### src/hdl/hrt_pkg.sv
// ----------------------------------------------------------------------------
// hrt_pkg: shared definitions of the HTTP request header tokenizer
// Token kinds, error codes, parse phases, limits and the packed records that
// travel from the front end through the queue to the result serializer.
// ----------------------------------------------------------------------------
package hrt_pkg;

  localparam int MAX_FIELDS  = 32;
  localparam int OFFSET_BITS = 16;
  localparam int FIELDS_BITS = $clog2(MAX_FIELDS + 1);
  localparam int QDEPTH      = 4;
  localparam int QPTR_BITS   = $clog2(QDEPTH);
  localparam int RUN_MAX     = 3;

  // Token kinds.
  localparam logic [2:0] K_METHOD = 3'd0;
  localparam logic [2:0] K_URI    = 3'd1;
  localparam logic [2:0] K_VER    = 3'd2;
  localparam logic [2:0] K_DEFVER = 3'd3;
  localparam logic [2:0] K_NAME   = 3'd4;
  localparam logic [2:0] K_VALUE  = 3'd5;
  localparam logic [2:0] K_DONE   = 3'd6;
  localparam logic [2:0] K_ERROR  = 3'd7;

  // Error codes.
  localparam logic [2:0] ERR_NONE      = 3'd0;
  localparam logic [2:0] ERR_REQ_LINE  = 3'd1;
  localparam logic [2:0] ERR_FIELD     = 3'd2;
  localparam logic [2:0] ERR_TOO_MANY  = 3'd3;
  localparam logic [2:0] ERR_TRUNCATED = 3'd4;

  // Parse phases.
  localparam logic [3:0] PH_METHOD     = 4'd0;
  localparam logic [3:0] PH_URI_SKIP   = 4'd1;
  localparam logic [3:0] PH_URI        = 4'd2;
  localparam logic [3:0] PH_VER_SKIP   = 4'd3;
  localparam logic [3:0] PH_VER        = 4'd4;
  localparam logic [3:0] PH_VER_TAIL   = 4'd5;
  localparam logic [3:0] PH_RL_LF      = 4'd6;
  localparam logic [3:0] PH_NAME_START = 4'd7;
  localparam logic [3:0] PH_NAME       = 4'd8;
  localparam logic [3:0] PH_VAL_SKIP   = 4'd9;
  localparam logic [3:0] PH_VAL        = 4'd10;
  localparam logic [3:0] PH_VAL_LF     = 4'd11;
  localparam logic [3:0] PH_BLANK_LF   = 4'd12;
  localparam logic [3:0] PH_HALT       = 4'd13;

  // Characters.
  localparam logic [7:0] CH_CR    = 8'h0D;
  localparam logic [7:0] CH_LF    = 8'h0A;
  localparam logic [7:0] CH_SP    = 8'h20;
  localparam logic [7:0] CH_HT    = 8'h09;
  localparam logic [7:0] CH_VT    = 8'h0B;
  localparam logic [7:0] CH_FF    = 8'h0C;
  localparam logic [7:0] CH_COLON = 8'h3A;

  typedef struct packed {
    logic [2:0]  kind;
    logic [15:0] start;
    logic [15:0] length;
    logic [4:0]  fidx;
    logic [2:0]  err;
  } res_t;

  // All results caused by one byte, in order; cnt is 1 to RUN_MAX.
  typedef struct packed {
    logic [1:0]              cnt;
    res_t [RUN_MAX-1:0]      slot;
  } run_t;

  // Queue status seen by the two sides.
  typedef struct packed {
    logic full;
    logic empty;
  } q_stat_t;

endpackage

### src/hdl/hrt_if.sv
// ----------------------------------------------------------------------------
// hrt_if: valid/ready channels of the HTTP request header tokenizer
// One interface for header bytes and one for token results.
// ----------------------------------------------------------------------------
interface hrt_in_if;
  logic       valid;
  logic       ready;
  logic [7:0] data_byte;
  logic       end_of_buffer;

  modport source (output valid, output data_byte, output end_of_buffer, input ready);
  modport sink   (input valid, input data_byte, input end_of_buffer, output ready);
endinterface

interface hrt_out_if;
  logic        valid;
  logic        ready;
  logic [2:0]  token_kind;
  logic [15:0] token_start;
  logic [15:0] token_length;
  logic [4:0]  field_index;
  logic [2:0]  error_code;
  logic        last_of_run;

  modport source (output valid, output token_kind, output token_start,
                  output token_length, output field_index, output error_code,
                  output last_of_run, input ready);
  modport sink   (input valid, input token_kind, input token_start,
                  input token_length, input field_index, input error_code,
                  input last_of_run, output ready);
endinterface

### src/hdl/hrt_front.sv
// ----------------------------------------------------------------------------
// hrt_front: byte classifier and parse state machine
// Takes one header byte per transfer, advances the parse phase and builds
// the run of results that the byte causes.
// ----------------------------------------------------------------------------
module hrt_front (
  input  logic             clk,
  input  logic             rst_n,
  hrt_in_if.sink           in_ch,
  input  hrt_pkg::q_stat_t q_stat,
  output logic             push,
  output hrt_pkg::run_t    push_run
);
  import hrt_pkg::*;

  logic [3:0]             phase_r, phase_nxt;
  logic [OFFSET_BITS-1:0] off_r, off_nxt;
  logic [OFFSET_BITS-1:0] cts_r, cts_nxt;
  logic [FIELDS_BITS-1:0] fs_r, fs_nxt;

  logic [OFFSET_BITS-1:0] len0, len1;
  logic [7:0]             c;
  logic                   eob, blank, rlws, halted, fin, xfer;
  logic [4:0]             fidx;
  run_t                   run;

  function automatic res_t mk(input logic [2:0] kind, input logic [OFFSET_BITS-1:0] start,
                              input logic [OFFSET_BITS-1:0] len, input logic [4:0] fi,
                              input logic [2:0] err);
    res_t r;
    r.kind   = kind;
    r.start  = 16'(start);
    r.length = 16'(len);
    r.fidx   = fi;
    r.err    = err;
    return r;
  endfunction

  function automatic run_t add(input run_t r, input res_t x);
    run_t o;
    o = r;
    o.slot[r.cnt] = x;
    o.cnt = r.cnt + 2'd1;
    return o;
  endfunction

  assign c      = in_ch.data_byte;
  assign eob    = in_ch.end_of_buffer;
  assign blank  = (c == CH_SP) || (c == CH_HT) || (c == CH_VT) || (c == CH_FF);
  assign rlws   = blank || (c == CH_LF);
  assign halted = (phase_r == PH_HALT);
  assign len0   = off_r - cts_r;
  assign len1   = off_r + 1'b1 - cts_r;
  assign fidx   = fs_r[4:0];
  assign xfer   = in_ch.valid && in_ch.ready;

  assign in_ch.ready = !q_stat.full;

  always_comb begin
    phase_nxt = phase_r;
    off_nxt   = off_r;
    cts_nxt   = cts_r;
    fs_nxt    = fs_r;
    run       = '0;
    fin       = 1'b0;

    case (phase_r)
      PH_METHOD: begin
        if (c == CH_CR) begin
          run = add(run, mk(K_ERROR, off_r, '0, '0, ERR_REQ_LINE));
          fin = 1'b1;
          phase_nxt = PH_HALT;
        end else if (rlws) begin
          run = add(run, mk(K_METHOD, cts_r, len0, '0, ERR_NONE));
          phase_nxt = PH_URI_SKIP;
        end else if (eob) begin
          run = add(run, mk(K_ERROR, off_r, '0, '0, ERR_REQ_LINE));
          fin = 1'b1;
          phase_nxt = PH_HALT;
        end
      end
      PH_URI_SKIP: begin
        if (c == CH_CR) begin
          run = add(run, mk(K_URI, off_r, '0, '0, ERR_NONE));
          run = add(run, mk(K_DEFVER, off_r, '0, '0, ERR_NONE));
          phase_nxt = PH_RL_LF;
        end else if (!rlws) begin
          cts_nxt = off_r;
          phase_nxt = PH_URI;
          if (eob) run = add(run, mk(K_URI, off_r, OFFSET_BITS'(1), '0, ERR_NONE));
        end
      end
      PH_URI: begin
        if (c == CH_CR) begin
          run = add(run, mk(K_URI, cts_r, len0, '0, ERR_NONE));
          run = add(run, mk(K_DEFVER, off_r, '0, '0, ERR_NONE));
          phase_nxt = PH_RL_LF;
        end else if (rlws) begin
          run = add(run, mk(K_URI, cts_r, len0, '0, ERR_NONE));
          phase_nxt = PH_VER_SKIP;
        end else if (eob) begin
          run = add(run, mk(K_URI, cts_r, len1, '0, ERR_NONE));
        end
      end
      PH_VER_SKIP: begin
        if (c == CH_CR) begin
          run = add(run, mk(K_VER, off_r, '0, '0, ERR_NONE));
          phase_nxt = PH_RL_LF;
        end else if (!rlws) begin
          cts_nxt = off_r;
          phase_nxt = PH_VER;
          if (eob) run = add(run, mk(K_VER, off_r, OFFSET_BITS'(1), '0, ERR_NONE));
        end
      end
      PH_VER: begin
        if (c == CH_CR) begin
          run = add(run, mk(K_VER, cts_r, len0, '0, ERR_NONE));
          phase_nxt = PH_RL_LF;
        end else if (rlws) begin
          run = add(run, mk(K_VER, cts_r, len0, '0, ERR_NONE));
          phase_nxt = PH_VER_TAIL;
        end else if (eob) begin
          run = add(run, mk(K_VER, cts_r, len1, '0, ERR_NONE));
        end
      end
      PH_VER_TAIL: begin
        if (c == CH_CR) begin
          phase_nxt = PH_RL_LF;
        end else if (!rlws) begin
          run = add(run, mk(K_ERROR, off_r, '0, '0, ERR_REQ_LINE));
          fin = 1'b1;
          phase_nxt = PH_HALT;
        end
      end
      PH_RL_LF, PH_VAL_LF: begin
        if (c != CH_LF) begin
          run = add(run, mk(K_ERROR, off_r, '0, '0,
                            (phase_r == PH_RL_LF) ? ERR_REQ_LINE : ERR_FIELD));
          fin = 1'b1;
          phase_nxt = PH_HALT;
        end else if (eob) begin
          run = add(run, mk(K_DONE, off_r, '0, '0, ERR_NONE));
          fin = 1'b1;
          phase_nxt = PH_HALT;
        end else begin
          phase_nxt = PH_NAME_START;
        end
      end
      PH_NAME_START: begin
        if (c == CH_CR) begin
          phase_nxt = PH_BLANK_LF;
        end else if (fs_r >= FIELDS_BITS'(MAX_FIELDS)) begin
          run = add(run, mk(K_ERROR, off_r, '0, '0, ERR_TOO_MANY));
          fin = 1'b1;
          phase_nxt = PH_HALT;
        end else begin
          cts_nxt = off_r;
          if (c == CH_COLON) begin
            run = add(run, mk(K_NAME, off_r, '0, fidx, ERR_NONE));
            phase_nxt = PH_VAL_SKIP;
          end else if (c == CH_LF) begin
            run = add(run, mk(K_ERROR, off_r, '0, '0, ERR_FIELD));
            fin = 1'b1;
            phase_nxt = PH_HALT;
          end else begin
            phase_nxt = PH_NAME;
          end
        end
      end
      PH_NAME: begin
        if (c == CH_COLON) begin
          run = add(run, mk(K_NAME, cts_r, len0, fidx, ERR_NONE));
          phase_nxt = PH_VAL_SKIP;
        end else if (c == CH_CR || c == CH_LF) begin
          run = add(run, mk(K_ERROR, off_r, '0, '0, ERR_FIELD));
          fin = 1'b1;
          phase_nxt = PH_HALT;
        end
      end
      PH_VAL_SKIP: begin
        if (c == CH_CR || c == CH_LF) begin
          run = add(run, mk(K_ERROR, off_r, '0, '0, ERR_FIELD));
          fin = 1'b1;
          phase_nxt = PH_HALT;
        end else if (!blank) begin
          cts_nxt = off_r;
          phase_nxt = PH_VAL;
          if (eob) run = add(run, mk(K_VALUE, off_r, OFFSET_BITS'(1), fidx, ERR_NONE));
        end
      end
      PH_VAL: begin
        if (c == CH_CR) begin
          run = add(run, mk(K_VALUE, cts_r, len0, fidx, ERR_NONE));
          fs_nxt = fs_r + 1'b1;
          phase_nxt = PH_VAL_LF;
        end else if (eob) begin
          run = add(run, mk(K_VALUE, cts_r, len1, fidx, ERR_NONE));
        end
      end
      PH_BLANK_LF: begin
        if (c == CH_LF) run = add(run, mk(K_DONE, off_r, '0, '0, ERR_NONE));
        else            run = add(run, mk(K_ERROR, off_r, '0, '0, ERR_FIELD));
        fin = 1'b1;
        phase_nxt = PH_HALT;
      end
      default: begin
        phase_nxt = PH_HALT;
      end
    endcase

    if (eob && !halted && !fin) begin
      run = add(run, mk(K_ERROR, off_r, '0, '0, ERR_TRUNCATED));
      phase_nxt = PH_HALT;
    end
    if (!halted) off_nxt = off_r + 1'b1;
    if (eob) begin
      phase_nxt = PH_METHOD;
      off_nxt   = '0;
      cts_nxt   = '0;
      fs_nxt    = '0;
    end
  end

  assign push     = xfer && (run.cnt != 2'd0);
  assign push_run = run;

  always_ff @(posedge clk) begin
    if (!rst_n) begin
      phase_r <= PH_METHOD;
      off_r   <= '0;
      cts_r   <= '0;
      fs_r    <= '0;
    end else if (xfer) begin
      phase_r <= phase_nxt;
      off_r   <= off_nxt;
      cts_r   <= cts_nxt;
      fs_r    <= fs_nxt;
    end
  end

endmodule

### src/hdl/hrt_queue.sv
// ----------------------------------------------------------------------------
// hrt_queue: short queue of result runs
// Decouples the parse front end from the result serializer.
// ----------------------------------------------------------------------------
module hrt_queue (
  input  logic             clk,
  input  logic             rst_n,
  input  logic             push,
  input  hrt_pkg::run_t    push_run,
  input  logic             pop,
  output hrt_pkg::run_t    head_run,
  output hrt_pkg::q_stat_t q_stat
);
  import hrt_pkg::*;

  run_t                 q_mem [QDEPTH];
  logic [QPTR_BITS-1:0] wr_ptr_r, rd_ptr_r;
  logic [QPTR_BITS:0]   cnt_r;
  logic                 do_push, do_pop;

  assign q_stat.full  = (cnt_r == (QPTR_BITS+1)'(QDEPTH));
  assign q_stat.empty = (cnt_r == '0);
  assign do_push      = push && !q_stat.full;
  assign do_pop       = pop && !q_stat.empty;
  assign head_run     = q_mem[rd_ptr_r];

  always_ff @(posedge clk) begin
    if (do_push) q_mem[wr_ptr_r] <= push_run;
  end

  always_ff @(posedge clk) begin
    if (!rst_n) begin
      wr_ptr_r <= '0;
      rd_ptr_r <= '0;
      cnt_r    <= '0;
    end else begin
      if (do_push) wr_ptr_r <= wr_ptr_r + 1'b1;
      if (do_pop)  rd_ptr_r <= rd_ptr_r + 1'b1;
      case ({do_push, do_pop})
        2'b10:   cnt_r <= cnt_r + 1'b1;
        2'b01:   cnt_r <= cnt_r - 1'b1;
        default: cnt_r <= cnt_r;
      endcase
    end
  end

endmodule

### src/hdl/hrt_back.sv
// ----------------------------------------------------------------------------
// hrt_back: result serializer
// Holds one run in an output register and hands its results out one per
// transfer, marking the last one of the run.
// ----------------------------------------------------------------------------
module hrt_back (
  input  logic             clk,
  input  logic             rst_n,
  input  hrt_pkg::run_t    head_run,
  input  hrt_pkg::q_stat_t q_stat,
  output logic             pop,
  hrt_out_if.source        out_ch
);
  import hrt_pkg::*;

  run_t       run_r;
  logic [1:0] idx_r;
  logic       vld_r;
  logic       last, xfer;
  res_t       cur;

  assign cur  = run_r.slot[idx_r];
  assign last = ((idx_r + 2'd1) == run_r.cnt);
  assign xfer = out_ch.valid && out_ch.ready;
  // Refill when empty or when the last result of the held run goes out.
  assign pop  = !q_stat.empty && (!vld_r || (xfer && last));

  assign out_ch.valid        = vld_r;
  assign out_ch.token_kind   = cur.kind;
  assign out_ch.token_start  = cur.start;
  assign out_ch.token_length = cur.length;
  assign out_ch.field_index  = cur.fidx;
  assign out_ch.error_code   = cur.err;
  assign out_ch.last_of_run  = last;

  always_ff @(posedge clk) begin
    if (pop) run_r <= head_run;
  end

  always_ff @(posedge clk) begin
    if (!rst_n) begin
      vld_r <= 1'b0;
      idx_r <= '0;
    end else if (pop) begin
      vld_r <= 1'b1;
      idx_r <= '0;
    end else if (xfer) begin
      if (last) begin
        vld_r <= 1'b0;
        idx_r <= '0;
      end else begin
        idx_r <= idx_r + 2'd1;
      end
    end
  end

endmodule

### src/hdl/http_request_header_tokenizer_unit.sv
// ----------------------------------------------------------------------------
// http_request_header_tokenizer_unit: HTTP/1.1 request header tokenizer
// Splits a request header byte stream into method, URI, version, field
// names and field values, ending each header with a done or error event.
// ----------------------------------------------------------------------------
// The unit takes one header byte per clock on in_ch and reports tokens on
// out_ch, each with its kind, start offset, length, field index and error
// code; last_of_run marks the final result caused by a byte. A byte is
// classified and parsed in the cycle of its transfer, and the up to three
// results it causes enter a four-entry queue as one run. The output stage
// drains one result per cycle while out_ch is ready, so a byte takes one
// input transfer and one output transfer per result (zero to three); most
// bytes cause none. The queue absorbs bursts and short output stalls; the
// input is held back only while all four queue entries are full. After a
// done or error event the unit ignores bytes up to the next byte flagged
// end_of_buffer, which, like every flagged byte, starts a fresh header with
// offsets counted from zero.
// ----------------------------------------------------------------------------
module http_request_header_tokenizer_unit (
  input  logic       clk,
  input  logic       rst_n,
  hrt_in_if.sink     in_ch,
  hrt_out_if.source  out_ch
);
  import hrt_pkg::*;

  // Front end to queue: a run is written only when the byte causes results.
  logic    push, pop;
  run_t    push_run, head_run;
  q_stat_t q_stat;

  hrt_front u_front (
    .clk      (clk),
    .rst_n    (rst_n),
    .in_ch    (in_ch),
    .q_stat   (q_stat),
    .push     (push),
    .push_run (push_run)
  );

  hrt_queue u_queue (
    .clk      (clk),
    .rst_n    (rst_n),
    .push     (push),
    .push_run (push_run),
    .pop      (pop),
    .head_run (head_run),
    .q_stat   (q_stat)
  );

  // Back end: one result per output transfer.
  hrt_back u_back (
    .clk      (clk),
    .rst_n    (rst_n),
    .head_run (head_run),
    .q_stat   (q_stat),
    .pop      (pop),
    .out_ch   (out_ch)
  );

  // A done or error event always closes the run of its byte.
  a_end_is_last: assert property (@(posedge clk) disable iff (!rst_n)
    out_ch.valid && (out_ch.token_kind == K_DONE || out_ch.token_kind == K_ERROR)
    |-> out_ch.last_of_run)
    else $error("end event not last of its run");

  // Only error events carry an error code.
  a_code_on_error: assert property (@(posedge clk) disable iff (!rst_n)
    out_ch.valid && out_ch.token_kind != K_ERROR |-> out_ch.error_code == ERR_NONE)
    else $error("error code on a non-error result");

  // The input is held back only while the queue is full.
  a_ready_queue: assert property (@(posedge clk) disable iff (!rst_n)
    !in_ch.ready |-> q_stat.full && !q_stat.empty)
    else $error("input stalled with room in the queue");

endmodule

### src/flat_wrapper.sv
// flat-port wrapper written by rule: the top's interface ports become plain ports
module http_request_header_tokenizer_unit_flat import hrt_pkg::*;
  (clk, rst_n, in_ch_valid, in_ch_data_byte, in_ch_end_of_buffer, in_ch_ready, out_ch_valid, out_ch_token_kind, out_ch_token_start, out_ch_token_length, out_ch_field_index, out_ch_error_code, out_ch_last_of_run, out_ch_ready);
  hrt_in_if in_ch_i ();
  hrt_out_if out_ch_i ();
  input  logic clk;
  input  logic rst_n;
  input wire logic [$bits(in_ch_i.valid)-1:0] in_ch_valid;
  input wire logic [$bits(in_ch_i.data_byte)-1:0] in_ch_data_byte;
  input wire logic [$bits(in_ch_i.end_of_buffer)-1:0] in_ch_end_of_buffer;
  output wire logic [$bits(in_ch_i.ready)-1:0] in_ch_ready;
  output wire logic [$bits(out_ch_i.valid)-1:0] out_ch_valid;
  output wire logic [$bits(out_ch_i.token_kind)-1:0] out_ch_token_kind;
  output wire logic [$bits(out_ch_i.token_start)-1:0] out_ch_token_start;
  output wire logic [$bits(out_ch_i.token_length)-1:0] out_ch_token_length;
  output wire logic [$bits(out_ch_i.field_index)-1:0] out_ch_field_index;
  output wire logic [$bits(out_ch_i.error_code)-1:0] out_ch_error_code;
  output wire logic [$bits(out_ch_i.last_of_run)-1:0] out_ch_last_of_run;
  input wire logic [$bits(out_ch_i.ready)-1:0] out_ch_ready;
  assign in_ch_i.valid = in_ch_valid;
  assign in_ch_i.data_byte = in_ch_data_byte;
  assign in_ch_i.end_of_buffer = in_ch_end_of_buffer;
  assign in_ch_ready = in_ch_i.ready;
  assign out_ch_valid = out_ch_i.valid;
  assign out_ch_token_kind = out_ch_i.token_kind;
  assign out_ch_token_start = out_ch_i.token_start;
  assign out_ch_token_length = out_ch_i.token_length;
  assign out_ch_field_index = out_ch_i.field_index;
  assign out_ch_error_code = out_ch_i.error_code;
  assign out_ch_last_of_run = out_ch_i.last_of_run;
  assign out_ch_i.ready = out_ch_ready;
  http_request_header_tokenizer_unit u_core (.clk(clk), .rst_n(rst_n), .in_ch(in_ch_i), .out_ch(out_ch_i));
endmodule
### config.mk
export PLATFORM = sky130hd
export DESIGN_NAME = http_request_header_tokenizer_unit_flat
export DESIGN_NICKNAME = d
export VERILOG_FILES = /design/src/hdl/hrt_pkg.sv /design/src/hdl/hrt_if.sv /design/src/hdl/hrt_front.sv /design/src/hdl/hrt_queue.sv /design/src/hdl/hrt_back.sv /design/src/hdl/http_request_header_tokenizer_unit.sv /design/src/flat_wrapper.sv
export SDC_FILE = /design/constraint.sdc
export NUM_CORES = 1
export LEC_CHECK = 0
export BUFFER_PORTS_ARGS = -buffer_cell sky130_fd_sc_hd__buf_2
export CAP_MARGIN = 20
export CORE_MARGIN = 5
export CORE_UTILIZATION = 50
export CTS_BUF_LIST = sky130_fd_sc_hd__clkbuf_4 sky130_fd_sc_hd__clkbuf_8 sky130_fd_sc_hd__clkbuf_16
export CTS_CLUSTER_DIAMETER = 50
export CTS_CLUSTER_SIZE = 25
export DETAILED_ROUTE_END_ITERATION = 8
export PLACE_DENSITY_LB_ADDON = 0.1
export SLEW_MARGIN = 20
export SYNTH_ARGS = -nofsm -noshare
export SYNTH_HDL_FRONTEND = slang
export SYNTH_SLANG_ARGS = --single-unit
### constraint.sdc
create_clock -name clk -period 11.8 [get_ports clk]
set_clock_uncertainty 0.2 [all_clocks]
set_input_delay 0.59 -clock clk [delete_from_list [all_inputs] [get_ports clk]]
set_output_delay 0.59 -clock clk [all_outputs]
set_load 0.01 [all_outputs]
* Yosys cells after proc, flatten, opt, wreduce, memory -nomap -nowiden
Memory sizes are Yosys's and may differ from the RTL's. A register that Yosys moved wholly into a read port is not among the register bits.
Index checks and enable logic that the tools add are counted.
** Operators by class
- Add/subtract/negate cells :: 10
- $lt $le $gt $ge :: 4
- Eq/ne operators :: 41
- Muxes and demuxes :: 97
- Bitwise operators :: 1
- Reduce and logical (&&, ||, !) cells :: 38
** Operators by type and width (count)
- $mux W130 :: 28
- $pmux W131 S12 :: 1
- $mux W131 :: 3
- $mux W16 :: 9
- $bwmux W129 :: 1
- $bmux W43 S2 :: 1
- $demux W43 S2 :: 1
- $mux W43 :: 2
- $mux W4 :: 20
- $pmux W16 S3 :: 1
- $pmux W4 S11 :: 1
- $mux W41 :: 1
- $eq A8 B4 Y1 const B :: 5
- $ne A5 B5 Y1 const B :: 8
- $sub A16 B16 Y16 :: 2
- $eq A4 B4 Y1 const B :: 6
- $mux W6 :: 3
- $ne A3 B3 Y1 const B :: 6
- $mux W1 :: 17
- $add A16 B1 Y16 const B :: 1
- $eq A4 B3 Y1 const B :: 4
- $eq A8 B6 Y1 const B :: 2
- $mux W3 :: 4
- $reduce_bool A2 Y1 :: 6
- other kinds (31) :: 58
** Word-level totals
- Bits in registers :: 52
- Memory bits (writable) :: 524
- Bits of input ports :: 13
- Output and inout bits :: 46
- Logic and storage cells :: 201
- Memories :: 1
** Memory list
- u_core.u_queue.q_mem :: depth 4, width 131, read ports 1, clocked after memory_dff 1, write ports 1, RTL line hrt_queue.sv:16 : run_t q_mem [QDEPTH];

* Logic depth before layout (Yosys ltp)
Gate-level depths: netlist of the first run.
- Depth in word-level cells :: 19
- Depth in mapped cells :: 18

* By module
Synthesis of the first run repeated with hierarchy kept, for this count alone.
** Unflattened totals
- Cells, all modules :: 1814
- Area, all modules :: 29931.2 µm²
** By module, submodules not included
- hrt_queue :: instances 1, cells an instance 739, area each 19388.6 µm², seq. area each 15915.3 µm²
- hrt_front :: instances 1, cells an instance 774, area each 5520.3 µm², seq. area each 840.8 µm²
- hrt_back :: instances 1, cells an instance 301, area each 5022.3 µm², seq. area each 3993.8 µm²

* Worst setup path before layout of the first run
Ideal clock, no wire load.
- Kind :: register to register
- Start :: register u_core.u_back.idx_r[1]
- End :: register u_core.u_queue.cnt_r[2]
- Library setup time :: 0.076 ns
- Data arrival time :: 6.793 ns
- Required time :: 11.524 ns
- Slack :: 4.731 ns
- Cell stages (with the launch flop) :: 12
- Cells stage by stage :: dfxtp_1 -> xor2_1 -> nand3b_1 -> o21ai_1 -> nand2_1 -> a21oi_1 -> ha_1 -> inv_1 -> fa_1 -> xor2_1 -> or3_1 -> a21boi_0
** On the way
- Cells in the longest elaborated chain, start to end :: 8
** Ends and longest elaborated chain
- start: declaration :: RTL line hrt_back.sv:17 : logic [1:0] idx_r;
- start signal: assignment :: RTL line hrt_back.sv:52 : idx_r <= idx_r + 2'd1;
- $add A2 B1 Y2 * :: RTL line hrt_back.sv:23 : assign last = ((idx_r + 2'd1) == run_r.cnt);
- $eq A2 B2 Y1 * :: RTL line hrt_back.sv:23
- net out_ch_last_of_run :: RTL line flat_wrapper.sv:18 : output wire logic [$bits(out_ch_i.last_of_run)-1:0] out_ch_last_of_run;
- $logic_and A1 B1 Y1 * :: RTL line hrt_back.sv:26 : assign pop = !q_stat.empty && (!vld_r || (xfer && last));
- $logic_or A1 B1 Y1 * :: RTL line hrt_back.sv:26
- $logic_and A1 B1 Y1 * :: RTL line hrt_back.sv:26
- net u_core.pop :: RTL line http_request_header_tokenizer_unit.sv:28 : logic push, pop;
- $logic_and A1 B1 Y1 * :: RTL line hrt_queue.sv:24 : assign do_pop = pop && !q_stat.empty;
- $eq A2 B1 Y1 / $eq A2 B2 Y1 (equally long branches) :: RTL line hrt_queue.sv:39 : case ({do_push, do_pop})
- $pmux W3 S2 / $reduce_bool A2 Y1 (equally long branches)
- end signal: assignment :: RTL line hrt_queue.sv:40 : 2'b10: cnt_r <= cnt_r + 1'b1;
- end signal: assignment :: RTL line hrt_queue.sv:41 : 2'b01: cnt_r <= cnt_r - 1'b1;
- end signal: assignment :: RTL line hrt_queue.sv:42 : default: cnt_r <= cnt_r;
- end: declaration :: RTL line hrt_queue.sv:18 : logic [QPTR_BITS:0] cnt_r;
Mark *: on every way through the listed nets, which the timed path passes. The rest lies on a longest branch.
A chain may end at the register's enable or synchronous reset.

* Worst setup path after layout of the first run
- Start :: register u_core.u_front.phase_r[3]
- End :: memory u_core.u_queue.q_mem[2][117] (netlist bit), enable pin
** On the way
- Cells in the longest elaborated chain, start to end :: 11
** Ends and longest elaborated chain
- start: declaration :: RTL line hrt_front.sv:16 : logic [3:0] phase_r, phase_nxt;
- start signal: assignment :: RTL line hrt_front.sv:234 : phase_r <= phase_nxt;
- branches (longest 5 deep; another with $add A2 B1 Y2)
- $mux W131 * :: RTL line hrt_front.sv:211 : if (eob && !halted && !fin) begin
- $reduce_bool A2 Y1 * :: RTL line hrt_front.sv:224 : assign push = xfer && (run.cnt != 2'd0);
- $logic_and A1 B1 Y1 * :: RTL line hrt_front.sv:224
- $logic_and A1 B1 Y1 * :: RTL line hrt_queue.sv:23 : assign do_push = push && !q_stat.full;
- $mux W1 * :: RTL line hrt_queue.sv:28 : if (do_push) q_mem[wr_ptr_r] <= push_run;
- $mux W1 (implied by the code) * :: RTL line hrt_queue.sv:28
- end: declaration :: RTL line hrt_queue.sv:16
Mark *: on every way between the ends.

==> results.sh, run 1 <==
export IMPL_outcome="completed"
export IMPL_ios=59
export IMPL_core_area_um2=39800
export IMPL_syn_nets=1436
export IMPL_slew_headroom_pct=31.4
export IMPL_regArea_um2=13100
export IMPL_synthFlopType="edfxtp_1"
export IMPL_rows=73
export IMPL_grt_max_degree=65
export IMPL_comb_power_share_pct=17.5
export IMPL_slew_violations=0
export IMPL_r2r_start="u_core.u_front.phase_r[3]$_SDFFE_PN0P_"
export IMPL_seq_area_frac_synth_pct=64.7
export IMPL_drive_gt1_share_pct=17.6
export IMPL_ys_async_sr_fraction_pct=0
export IMPL_m1WireLength_um=20800
export IMPL_fin_crit_ns=5.32
export IMPL_crit_chain="nor4bb_1 > and4_1 > nor3_1 > and3_4 > ha_1 > nor2b_1 > mux2_4 > nor2_1 > and2_4 > buf_4"
export IMPL_antenna_found_initial=0
export IMPL_postCtsSetupBuffers=0
export IMPL_die_area_um2=44500
export IMPL_cts_hold_buf=0
export IMPL_critPathRequiredTime_ns=11.80
export IMPL_worstHoldEndpoint="u_core.u_back.out_ch.valid$_SDFFE_PN0P_"
export IMPL_start_kind="flop"
export IMPL_multi_input_area_um2=6740
export IMPL_rsz0062_at_grt="no"
export IMPL_diodes=0
export IMPL_yosysUniqueCellTypes=81
export IMPL_cts_sinks=452
export IMPL_ys_warn_count=0
export IMPL_vias=11600
export IMPL_tns_ns=0
export IMPL_drc_errors=0
export IMPL_postCtsResizedCells=0
export IMPL_fmax_mhz=188
export IMPL_gp_congestion=0.883
export IMPL_power_mw=4.27
export IMPL_min_period_over_period_pct=45.1
export IMPL_clockBufferDepth=3
export IMPL_syn_avg_cell_area_um2=14.6
export IMPL_dr_pass1_iters=5
export IMPL_drt_iter0_drc=908
export IMPL_grt_pass1_vias=11500
export IMPL_maxCapViolations=0
export IMPL_ir_drop_v=0.000157
export IMPL_p_sw_share_pct=27.9
export IMPL_power_switching_mw=1.19
export IMPL_die_y_um=211
export IMPL_final_hold_viol_count=0
export IMPL_crit_path_end_kind="flop"
export IMPL_r2r_slack_ns=6.48
export IMPL_tightest_slew_ns=1.03
export IMPL_ys_ff_latch=452
export IMPL_wl_met2_um=20500
export IMPL_syn_area_um2=20200
export IMPL_drtAntennaViolNets=0
export IMPL_setup_viol=0
export IMPL_cts_tree="built"
export IMPL_p_leak_nw=7.74
export IMPL_cts_made_buffers=41
export IMPL_pwr_share_seq_pct=49.2
export IMPL_clk_latency_ns=0.59
export IMPL_worst_r2r_path_depth=10
export IMPL_clk_pin_slew_ns=0.08
export IMPL_clock_power_share_pct=33.4
export IMPL_slowest_delay_ns=0.93
export IMPL_p_int_mw=3.08
export IMPL_rr_endpoint="u_core.u_queue.q_mem[2][117]$_DFFE_PP_"
export IMPL_wl_per_cell_um=22.2
export IMPL_cp_slowest_cell="dfxtp_1"
export IMPL_worstPathMaxFanout=50
export IMPL_wl_met3_um=1770
export IMPL_initial_utilization_pct=50.7
export IMPL_holdCritPathClass="in2reg"
export IMPL_gr_total_overflow=0
export IMPL_areaGrowthSynthToFinish_pct=11.4
export IMPL_clock_root_buffer="clkbuf_16"
export IMPL_min_path_cells=4
export IMPL_synthCells=1379
export IMPL_powerDensity_nw_per_um2=190
export IMPL_dp_hpwl_um=27900
export IMPL_crit_type="reg2reg"
export IMPL_min_delay_start="out_ch_ready"
export IMPL_top_layer="met4"
export IMPL_die_w_um=211
export IMPL_synth_edf_count=400
export IMPL_grt_usage_pct=19.9
export IMPL_via_per_inst=5.87
export IMPL_n_fill_cell=3222
export IMPL_grt_pass1_wl_um=68800
export IMPL_fin_nets=1475
export IMPL_worst_ep_arrival_time_ns=5.32
export IMPL_port_buffers=58
export IMPL_wl_um=44000
export IMPL_h_tree_depth=2
## synth_stat cells, drive strengths merged (9+ instances only)
cell,count,share of area [%]
a21boi,9,0.33
a21o,9,0.33
a21oi,34,0.84
a22o,16,0.69
a22oi,34,1.3
and2,64,2.0
and3,31,0.99
buf,21,0.47
clkbuf,56,1.0
dfxtp,52,5.2
edfxtp,400,60
ha,41,2.5
inv,34,0.63
mux2i,26,1.3
mux4,80,8.9
nand2,79,1.5
nand3,26,0.64
nor2,75,1.4
nor2b,36,1.1
nor3,23,0.60
nor3b,9,0.39
o21ai,66,1.6
or3,10,0.31
xnor2,24,1.0
xor2,24,1.0
## how the worst max path moves through the flow
stage | from | endpoint | slack, ns
finish | u_core.u_front.phase_r[3]$_SDFFE_PN0P_ | u_core.u_queue.q_mem[2][117]$_DFFE_PP_ | 6.48
global route | u_core.u_front.phase_r[3]$_SDFFE_PN0P_ | u_core.u_queue.q_mem[0][4]$_DFFE_PP_ | 6.25
CTS | u_core.u_front.phase_r[3]$_SDFFE_PN0P_ | u_core.u_queue.q_mem[1][36]$_DFFE_PP_ | 6.57
detailed placement | in_ch_data_byte[4] | u_core.u_queue.q_mem[1][36]$_DFFE_PP_ | 6.23
global placement | in_ch_data_byte[4] | u_core.u_queue.q_mem[1][35]$_DFFE_PP_ | 6.21
floorplan | u_core.u_back.idx_r[1]$_SDFFE_PP0P_ | u_core.u_queue.cnt_r[2]$_SDFFE_PN0P_ | 4.73
## layout by cell type, fill, tap and decap left out, types with 15 or more instances in the layout
cell type  instances
edfxtp_1         400
mux4_2            80
nand2_1           79
nor2_1            72
o21ai_0           62
and2_1            59
buf_2             58
dfxtp_1           50
clkbuf_16         42
ha_1              41
nor2b_1           35
a22oi_1           34
inv_1             33
a21oi_1           33
and3_1            30
nand3_1           26
mux2i_1           26
xor2_1            24
xnor2_1           24
nor3_1            22
a22o_1            16
buf_4             15
## power groups by stage
stage	registers [mW]	logic, mW	clock network [mW]
floorplan	2.10	0.528	0
global placement	2.14	0.764	0
detailed placement	2.14	0.767	0
CTS	2.11	0.772	1.46
global route	2.13	0.821	1.53
finish	2.10	0.746	1.42
## critical path, delay by kind of cell (launching register included)
family        cells  cell delay [ns]
flops             1             0.93
buf+inv           1             0.73
simple gates      7             2.47
fa+ha+maj         1             0.29
mux               1             0.26
## kinds of logic (layout without fill, tap and decap cells)
group	count (synthesis)	count (layout)	synth area share, %
flops	452	452	64.7
compound gates	224	224	7.35
fa+ha+maj	44	44	2.84
mux	107	107	10.3
simple gates	392	392	10.6
buf+inv	112	184	2.17
xor+xnor	48	48	2.08
## registers in the layout, summed over array words and instances, names as in the netlist
register                    cells
u_core.u_queue.wr_ptr_r         2
u_core.u_front.cts_r           16
u_core.u_queue.rd_ptr_r         2
u_core.u_queue.q_mem          320
u_core.u_back.idx_r             2
u_core.u_front.phase_r          4
u_core.u_front.fs_r             6
u_core.u_queue.cnt_r            3
u_core.u_back.out_ch.valid      1
u_core.u_back.run_r            80
u_core.u_front.off_r           16
## area by class of cell
cell class	count	area share (%)
tap	525	2.92
clock inverter	33	1.86
clock buffer	43	4.71
multi-input combinational	815	30.0
inverter	35	0.585
sequential	452	58.1
timing repair buffer	73	1.79
## through the flow
step / area [µm²] / instances / util, % / setup WS, ns / hold WS [ns]
after detailed placement: 21000 / 1900 / 52.7 / 6.23 / 0.302
after CTS: 22500 / 1976 / 56.4 / 6.57 / 0.266
after global placement: 21000 / 1900 / 52.7 / 6.21 / 0.302
final: 22500 / 1976 / 56.4 / 6.48 / 0.281
after global routing: 22500 / 1976 / 56.4 / 6.25 / 0.322
after floorplan: 20200 / 1379 / - / 4.73 / 0.268
## layer usage
metal	vias to the layer above	global-route usage, %
li1	5403	-
met2	246	31.4
met5	-	0
met3	65	3.21
met1	5882	29.4
met4	0	4.94
Note: power is estimated with default switching activity, not from simulation.
==> run 2: changes to the inputs <==
--- a/config.mk
+++ b/config.mk
@@ -5,6 +5,7 @@
 export SDC_FILE = /design/constraint.sdc
 export NUM_CORES = 1
 export LEC_CHECK = 0
+export ABC_AREA = 1
 export BUFFER_PORTS_ARGS = -buffer_cell sky130_fd_sc_hd__buf_2
 export CAP_MARGIN = 20
 export CORE_MARGIN = 5
==> constraint.sdc (replaced) <==
create_clock -name clk -period 4.95 [get_ports clk]
set_clock_uncertainty 0.2 [all_clocks]
set_input_delay 0.2475 -clock clk [delete_from_list [all_inputs] [get_ports clk]]
set_output_delay 0.2475 -clock clk [all_outputs]
set_load 0.01 [all_outputs]
==> run 2 against run 1 <==
Net effect: sequential power increased by 150%; combinational power grew to 4.0 times the previous value; power increased to 2.7 times the previous value; critical path depth rose by 14; non-clock buffer count grew 13; die area up 1.5%; global-route usage rose by 2.7 points; cell count up 29%; via count rose by 23%; first-iteration DRC count increased by 14%.
==> results.sh, run 2 <==
export IMPL_outcome="completed"
export IMPL_grt_pass1_vias=13900
export IMPL_clock_power_share_pct=28.1
export IMPL_cts_tree="built"
export IMPL_crit_type="reg2reg"
export IMPL_setup_viol=0
export IMPL_ys_async_sr_fraction_pct=0
export IMPL_synth_area_top_cells="edfxtp_1, o21ai_0, nor2_1"
export IMPL_crit_chain="inv_2 > nor2_1 > inv_1 > nor2_2 > inv_1 > nor2_1 > nor2_1 > nand3_1 > nor2_2 > nand2_2 > inv_1 > ha_1 > inv_1 > nand4_1 > nand2_1 > nand3_2 > nand2_2 > ha_1 > inv_1 > fa_1 > a21oi_1 > o21ai_0 > o21ai_0 > a21oi_1"
export IMPL_drive_gt1_share_pct=12.5
export IMPL_final_common_cell="edfxtp_1"
export IMPL_clk_pin_slew_ns=0.06
export IMPL_antenna_found_initial=0
export IMPL_diodes=0
export IMPL_instances_no_fill=2547
export IMPL_die_area_um2=45100
export IMPL_synth_compound_area_share_pct=12.7
export IMPL_holdCritPathClass="in2reg"
export IMPL_worst_slack_ns=1.05
export IMPL_drtAntennaViolNets=0
export IMPL_vias=14200
export IMPL_p_sw_share_pct=33.4
export IMPL_mostFrequentLayoutCells="edfxtp_1, nor2_1, nand2_1"
export IMPL_synthFlopType="edfxtp_1"
export IMPL_synth_top_cell_area_share_pct=58.6
export IMPL_yosysUniqueCellTypes=57
export IMPL_holdWs_ns=0.118
export IMPL_wl_um=50800
export IMPL_syn_avg_cell_area_um2=10.6
export IMPL_worstPathMaxFanout=5
export IMPL_comb_power_share_pct=26.1
export IMPL_slew_violations=0
export IMPL_grt_usage_pct=22.6
export IMPL_stdcell_area_um2=22800
export IMPL_port_buffers=58
export IMPL_gp_congestion=0.936
export IMPL_n_fill_cell=3521
export IMPL_dr_pass1_iters=5
export IMPL_clk_latency_ns=0.57
export IMPL_ys_ff_latch=452
export IMPL_cp_slowest_cell="dfxtp_1"
export IMPL_fin_crit_ns=3.90
export IMPL_clockBufferDepth=3
export IMPL_drc_errors=0
export IMPL_tightest_slew_ns=1.03
export IMPL_power_mw=11.4
export IMPL_yosys_area_share_simple_pct=15.2
export IMPL_post_synth_mux_area_share_pct=0
export IMPL_start_kind="flop"
export IMPL_place_area_um2=21400
export IMPL_ios=59
export IMPL_seq_area_frac_synth_pct=63.7
export IMPL_synth_xor_area_share_pct=1.15
export IMPL_synth_common_cells="edfxtp_1, nor2_1, nand2_1"
export IMPL_fmax_mhz=257
export IMPL_reg_largest_list="u_core.u_queue.q_mem x320, u_core.u_back.run_r x80"
export IMPL_synth_fa_ha_area_share_pct=2.80
export IMPL_crit_path_frequent_cell="inv_1"
export IMPL_via_per_inst=5.58
export IMPL_critPathRequiredTime_ns=5.18
export IMPL_ir_drop_v=0.000420
export IMPL_synth_top_family_by_area="simple AND/OR/NAND/NOR gates"
export IMPL_syn_nets=1994
export IMPL_yosysTopAreaCell="edfxtp_1"
export IMPL_largest_reg_flops=320
export IMPL_powerDensity_nw_per_um2=499
export IMPL_p_leak_nw=8.56
export IMPL_pwr_share_seq_pct=45.7
export IMPL_grt_max_degree=128
export IMPL_min_period_over_period_pct=78.7
export IMPL_cts_sinks=452
export IMPL_p_int_mw=7.58
export IMPL_dp_slack_ns=1.05
export IMPL_grt_pass1_wl_um=79700
export IMPL_min_delay_start="in_ch_valid"
export IMPL_rows=74
export IMPL_die_w_um=212
export IMPL_areaGrowthSynthToFinish_pct=11.3
export IMPL_core_area_um2=40600
export IMPL_dp_cells=2468
export IMPL_final_hold_viol_count=0
export IMPL_top_register="u_core.u_queue.q_mem"
export IMPL_gr_total_overflow=0
export IMPL_startpoint="u_core.u_front.phase_r[1]$_SDFFE_PN0P_"
export IMPL_fin_nets=2040
export IMPL_synthCells=1937
export IMPL_maxCapViolations=0
export IMPL_slew_headroom_pct=30.8
export IMPL_h_tree_depth=2
export IMPL_slowest_delay_ns=0.38
export IMPL_postCtsSetupBuffers=0
export IMPL_worst_ep_arrival_time_ns=4.13
export IMPL_r2r_start="u_core.u_front.phase_r[1]$_SDFFE_PN0P_"
export IMPL_ys_warn_count=0
export IMPL_crit_path_end_kind="flop"
export IMPL_dp_hpwl_um=32400
export IMPL_die_y_um=212
export IMPL_synth_most_common_cell="edfxtp_1"
export IMPL_syn_area_um2=20500
export IMPL_cts_made_buffers=41
export IMPL_clock_root_buffer="clkbuf_16"
export IMPL_power_switching_mw=3.81
export IMPL_wl_per_cell_um=20.0
export IMPL_drt_iter0_drc=1036
export IMPL_initial_utilization_pct=50.4
export IMPL_rsz0062_at_grt="no"
export IMPL_synth_edf_count=400
[run 2: changes by cell type in the layout (fill, tap and decap cells not counted), sizes merged, moves of 26 or more]
cell / before / now
a21oi: 34 / 78
a22oi: 34 / 7
and2: 64 / 0
and3: 31 / 2
inv: 51 / 153
mux2i: 26 / 0
mux4: 80 / 0
nand2: 79 / 279
nand3: 26 / 67
nor2: 75 / 335
nor2b: 36 / 0
o21ai: 66 / 257
o22ai: 8 / 92
[run 2: layout make-up]
cell class / instances / area [µm²] / area share (%)
Clock buffer: 44 / 1050 / 4.60
Clock inverter: 31 / 324 / 1.42
Inverter: 146 / 557 / 2.44
Multi-Input combinational cell: 1256 / 6570 / 28.8
Sequential cell: 452 / 13100 / 57.2
Tap cell: 532 / 666 / 2.92
Timing Repair Buffer: 86 / 586 / 2.57
[run 2: power by group through the flow]
stage / combinational, mW / sequential (mW) / clock (mW)
after floorplan: 1.97 / 5.23 / 0
after global placement: 2.96 / 5.29 / 0
after detailed placement: 3.01 / 5.29 / 0
after CTS: 3.03 / 5.21 / 3.28
after global routing: 3.33 / 5.26 / 3.44
final: 2.98 / 5.21 / 3.20
[run 2: cells by family after synthesis]
| kind of cell | after synthesis |
|---|---|
| XOR/XNOR | 27 |
| AO/OA/AOI/OAI | 465 |
| adder cells (fa/ha/maj) | 44 |
| flip-flops | 452 |
| buffers and inverters | 229 |
| AND/OR/NAND/NOR | 720 |
[run 2: final timing paths]
kind                                                        endpoint  slack, ns  cells past startpoint
worst min-delay path            u_core.u_front.off_r[0]$_SDFFE_PN0P_       0.12                      4
worst min register to register   u_core.u_front.fs_r[4]$_SDFFE_PN0P_       0.30                      1
worst max register to register  u_core.u_queue.cnt_r[2]$_SDFFE_PN0P_       1.05                     24
worst max-delay path            u_core.u_queue.cnt_r[2]$_SDFFE_PN0P_       1.05                     24
[run 2: metal layers]
layer	vias up	GRT usage (%)	wire length, µm	part of all wire [%]
met1	6920	32.5	23500	46
met2	328	36.5	23700	47
li1	6903	-	-	-
met4	0	5.78	1110	2.2
met3	70	3.59	2550	5.0
met5	-	0	0	0
[run 2: timing repair]
item | CTS | global route
endpoints found under the hold margin | 15 | 0
gates resized for setup | 0 | 0
hold buffers | 4 | 0
[run 2: worst max-delay path, delay by kind of cell (launching register included)]
kind | cells | cell delay (ns)
buffers and inverters | 6 | 0.48
AND/OR/NAND/NOR | 11 | 1.41
AO/OA/AOI/OAI | 4 | 0.48
adder cells (fa/ha/maj) | 3 | 0.82
flip-flops | 1 | 0.38
[run 2: per-stage QoR]
stage | TNS, ns | util, %
global placement | 0 | 52.6
global route | 0 | 56.1
CTS | 0 | 56.1
finish | 0 | 56.1
floorplan | -340.33 | -
detailed placement | 0 | 52.6
==> run 3: changes to the inputs <==
==> constraint.sdc (replaced) <==
create_clock -name clk -period 3.28 [get_ports clk]
set_clock_uncertainty 0.2 [all_clocks]
set_input_delay 0.164 -clock clk [delete_from_list [all_inputs] [get_ports clk]]
set_output_delay 0.164 -clock clk [all_outputs]
set_load 0.01 [all_outputs]
==> run 3 against run 2 <==
Net effect: cell area rose by 7.0%; register-to-register slack worse by 0.95 ns; clock power rose by 49%; via count up 4.4%; critical path depth is 1 lower; global-route usage is 0.32 points higher; worst setup slack worse by 0.95 ns; fmax up 23%; clock-buffer cell count up 5; die area unchanged; sequential cell count is the same.
==> results.sh, run 3 (same netlist as run 2, synthesis figures left out) <==
export IMPL_via_per_inst=5.57
export IMPL_ios=59
export IMPL_final_util_pct=60.0
export IMPL_critPathRequiredTime_ns=3.52
export IMPL_worstPathMaxFanout=7
export IMPL_top_usage_layer="met2"
export IMPL_grt_use_met1_pct=31.9
export IMPL_slew_headroom_pct=33.6
export IMPL_p_leak_nw=9.31
export IMPL_crit_path_end_kind="flop"
export IMPL_clockBufferDepth=3
export IMPL_startpoint="u_core.u_front.phase_r[3]$_SDFFE_PN0P_"
export IMPL_clk_pin_slew_ns=0.06
export IMPL_fmax_mhz=315
export IMPL_cts_tree="built"
export IMPL_drc_errors=0
export IMPL_clock_power_share_pct=27.0
export IMPL_mostFrequentLayoutCells="edfxtp_1, nor2_1, nand2_1"
export IMPL_crit_path_frequent_cell="inv_2"
export IMPL_die_area_um2=45100
export IMPL_reg_largest_list="u_core.u_queue.q_mem x320, u_core.u_back.run_r x80"
export IMPL_drt_iter0_drc=1115
export IMPL_worst_ep_arrival_time_ns=3.41
export IMPL_crit_chain="nand2_8 > nor2_4 > buf_6 > nand2_2 > o21ai_2 > inv_1 > nand3_1 > nor2_2 > nand2_2 > inv_2 > ha_4 > inv_2 > nand4_1 > nand2_1 > nand3_2 > nand2_4 > ha_4 > inv_2 > fa_2 > a21oi_2 > o21ai_2 > o21ai_1 > a21oi_1"
export IMPL_ir_drop_v=0.000495
export IMPL_cp_slowest_cell="dfxtp_4"
export IMPL_diodes=0
export IMPL_wl_um=52600
export IMPL_holdCritPathClass="in2reg"
export IMPL_worst_r2r_path_depth=23
export IMPL_pwr_share_seq_pct=44.2
export IMPL_slew_violations=0
export IMPL_core_area_um2=40600
export IMPL_rsz0062_at_grt="yes"
export IMPL_grt_max_degree=162
export IMPL_dr_pass1_iters=6
export IMPL_cp_endpoint="u_core.u_queue.cnt_r[2]$_SDFFE_PN0P_"
export IMPL_outcome="completed"
export IMPL_slowest_delay_ns=0.44
export IMPL_rows=74
export IMPL_power_mw=17.7
export IMPL_maxCapViolations=0
export IMPL_dp_cells=2564
export IMPL_initial_utilization_pct=50.4
export IMPL_port_buffers=58
export IMPL_use_met2_pct=38.7
export IMPL_grt_pass1_vias=14500
export IMPL_grt_usage_pct=23.0
export IMPL_power_switching_mw=5.88
export IMPL_final_hold_viol_count=0
export IMPL_fin_nets=2157
export IMPL_p_int_mw=11.8
export IMPL_drtAntennaViolNets=0
export IMPL_clk_latency_ns=0.56
export IMPL_crit_family="simple AND/OR/NAND/NOR gates"
export IMPL_met3_usage_pct=2.49
export IMPL_vias=14900
export IMPL_cts_sinks=452
export IMPL_die_y_um=212
export IMPL_min_period_over_period_pct=96.8
export IMPL_largest_reg_flops=320
export IMPL_r2r_start="u_core.u_front.phase_r[3]$_SDFFE_PN0P_"
export IMPL_top_register="u_core.u_queue.q_mem"
export IMPL_comb_power_share_pct=28.8
export IMPL_instances_no_fill=2665
export IMPL_tightest_slew_ns=0.996
export IMPL_cp_depth=23
export IMPL_crit_type="reg2reg"
export IMPL_antenna_found_initial=0
export IMPL_fin_crit_ns=3.17
export IMPL_grt_pass1_wl_um=81000
export IMPL_crit_buf_inv=5
export IMPL_p_sw_share_pct=33.3
export IMPL_areaGrowthSynthToFinish_pct=19.1
export IMPL_setup_viol=0
export IMPL_rr_endpoint="u_core.u_queue.cnt_r[2]$_SDFFE_PN0P_"
export IMPL_gp_congestion=0.933
export IMPL_powerDensity_nw_per_um2=724
export IMPL_r2r_slack_ns=0.11
export IMPL_dp_hpwl_um=34300
export IMPL_gr_total_overflow=0
export IMPL_drive_gt1_share_pct=20.6
export IMPL_wl_per_cell_um=19.7
export IMPL_clock_root_buffer="clkbuf_16"
export IMPL_final_common_cell="edfxtp_1"
export IMPL_n_fill_cell=3320
export IMPL_cts_made_buffers=41
export IMPL_die_w_um=212
export IMPL_start_kind="flop"
export IMPL_h_tree_depth=2
-- run 3: cell types whose count changed in the layout (fill, tap and decap cells not counted), moves of 10 or more --
cell | previous run | this run
buf_12 | 6 | 26
buf_4 | 18 | 110
inv_1 | 131 | 121
nand2_1 | 261 | 250
-- run 3: what timing repair did --
action                                 CTS  global route
resized for setup                        3            74
hold buffers                             5             0
pin swaps                                0            34
endpoints found under the hold margin   14             0
setup endpoints to repair               12           307
cloned                                   0             3
setup buffers                            0            18
-- run 3: layout make-up --
class                           count  area, µm²  share of cell area [%]
Sequential cell                   452      13100                    53.6
Multi-Input combinational cell   1256       6960                    28.5
Timing Repair Buffer              203       1770                    7.27
Clock buffer                       49       1110                    4.55
Tap cell                          532        666                    2.73
Inverter                          146        562                    2.30
Clock inverter                     27        256                    1.05
-- run 3: worst min-delay path by stage --
stage	startpoint	to	slack (ns)	cells after the start
finish	in_ch_data_byte[4]	u_core.u_front.phase_r[2]$_SDFFE_PN0P_	0.29	9
global route	u_core.u_front.phase_r[1]$_SDFFE_PN0P_	u_core.u_front.phase_r[1]$_SDFFE_PN0P_	0.31	2
CTS	in_ch_data_byte[4]	u_core.u_front.phase_r[2]$_SDFFE_PN0P_	0.25	9
detailed placement	u_core.u_queue.cnt_r[0]$_SDFFE_PN0P_	u_core.u_queue.cnt_r[0]$_SDFFE_PN0P_	0.27	1
global placement	u_core.u_queue.cnt_r[0]$_SDFFE_PN0P_	u_core.u_queue.cnt_r[0]$_SDFFE_PN0P_	0.26	1
floorplan	rst_n	u_core.u_front.phase_r[1]$_SDFFE_PN0P_	0.14	2
-- run 3: power by group through the flow --
stage / registers [mW] / logic [mW] / clock network [mW]
2_1_floorplan: 7.85 / 3.04 / 0
3_3_place_gp: 7.91 / 4.85 / 0
3_5_place_dp: 7.93 / 4.91 / 0
4_1_cts: 7.80 / 4.94 / 4.88
5_1_grt: 7.87 / 5.61 / 5.13
6_report: 7.80 / 5.08 / 4.77
-- run 3: metrics by stage --
stage | TNS, ns | setup WS (ns) | hold WS, ns | instance area [µm²]
global route | -1.33 | -0.196 | 0.309 | 24400
floorplan | -127.68 | -0.413 | 0.144 | 20600
finish | 0 | 0.106 | 0.287 | 24400
CTS | 0 | 0.0285 | 0.255 | 23900
global placement | -0.0807 | -0.0202 | 0.265 | 22400
detailed placement | -0.363 | -0.0545 | 0.268 | 22400
-- run 3: metal layers --
metal  vias up  share of wire [%]
li1       7139                  -
met1      7226                 44
met2       400                 48
met3        88                5.0
met4         0                2.4
met5         -                  0
-- run 3: tightest hold or removal path: cells and delay by family --
family                 cells  cell delay [ns]
AO/OA/AOI/OAI              1             0.11
buffers and inverters      2             0.27
AND/OR/NAND/NOR            6             0.45
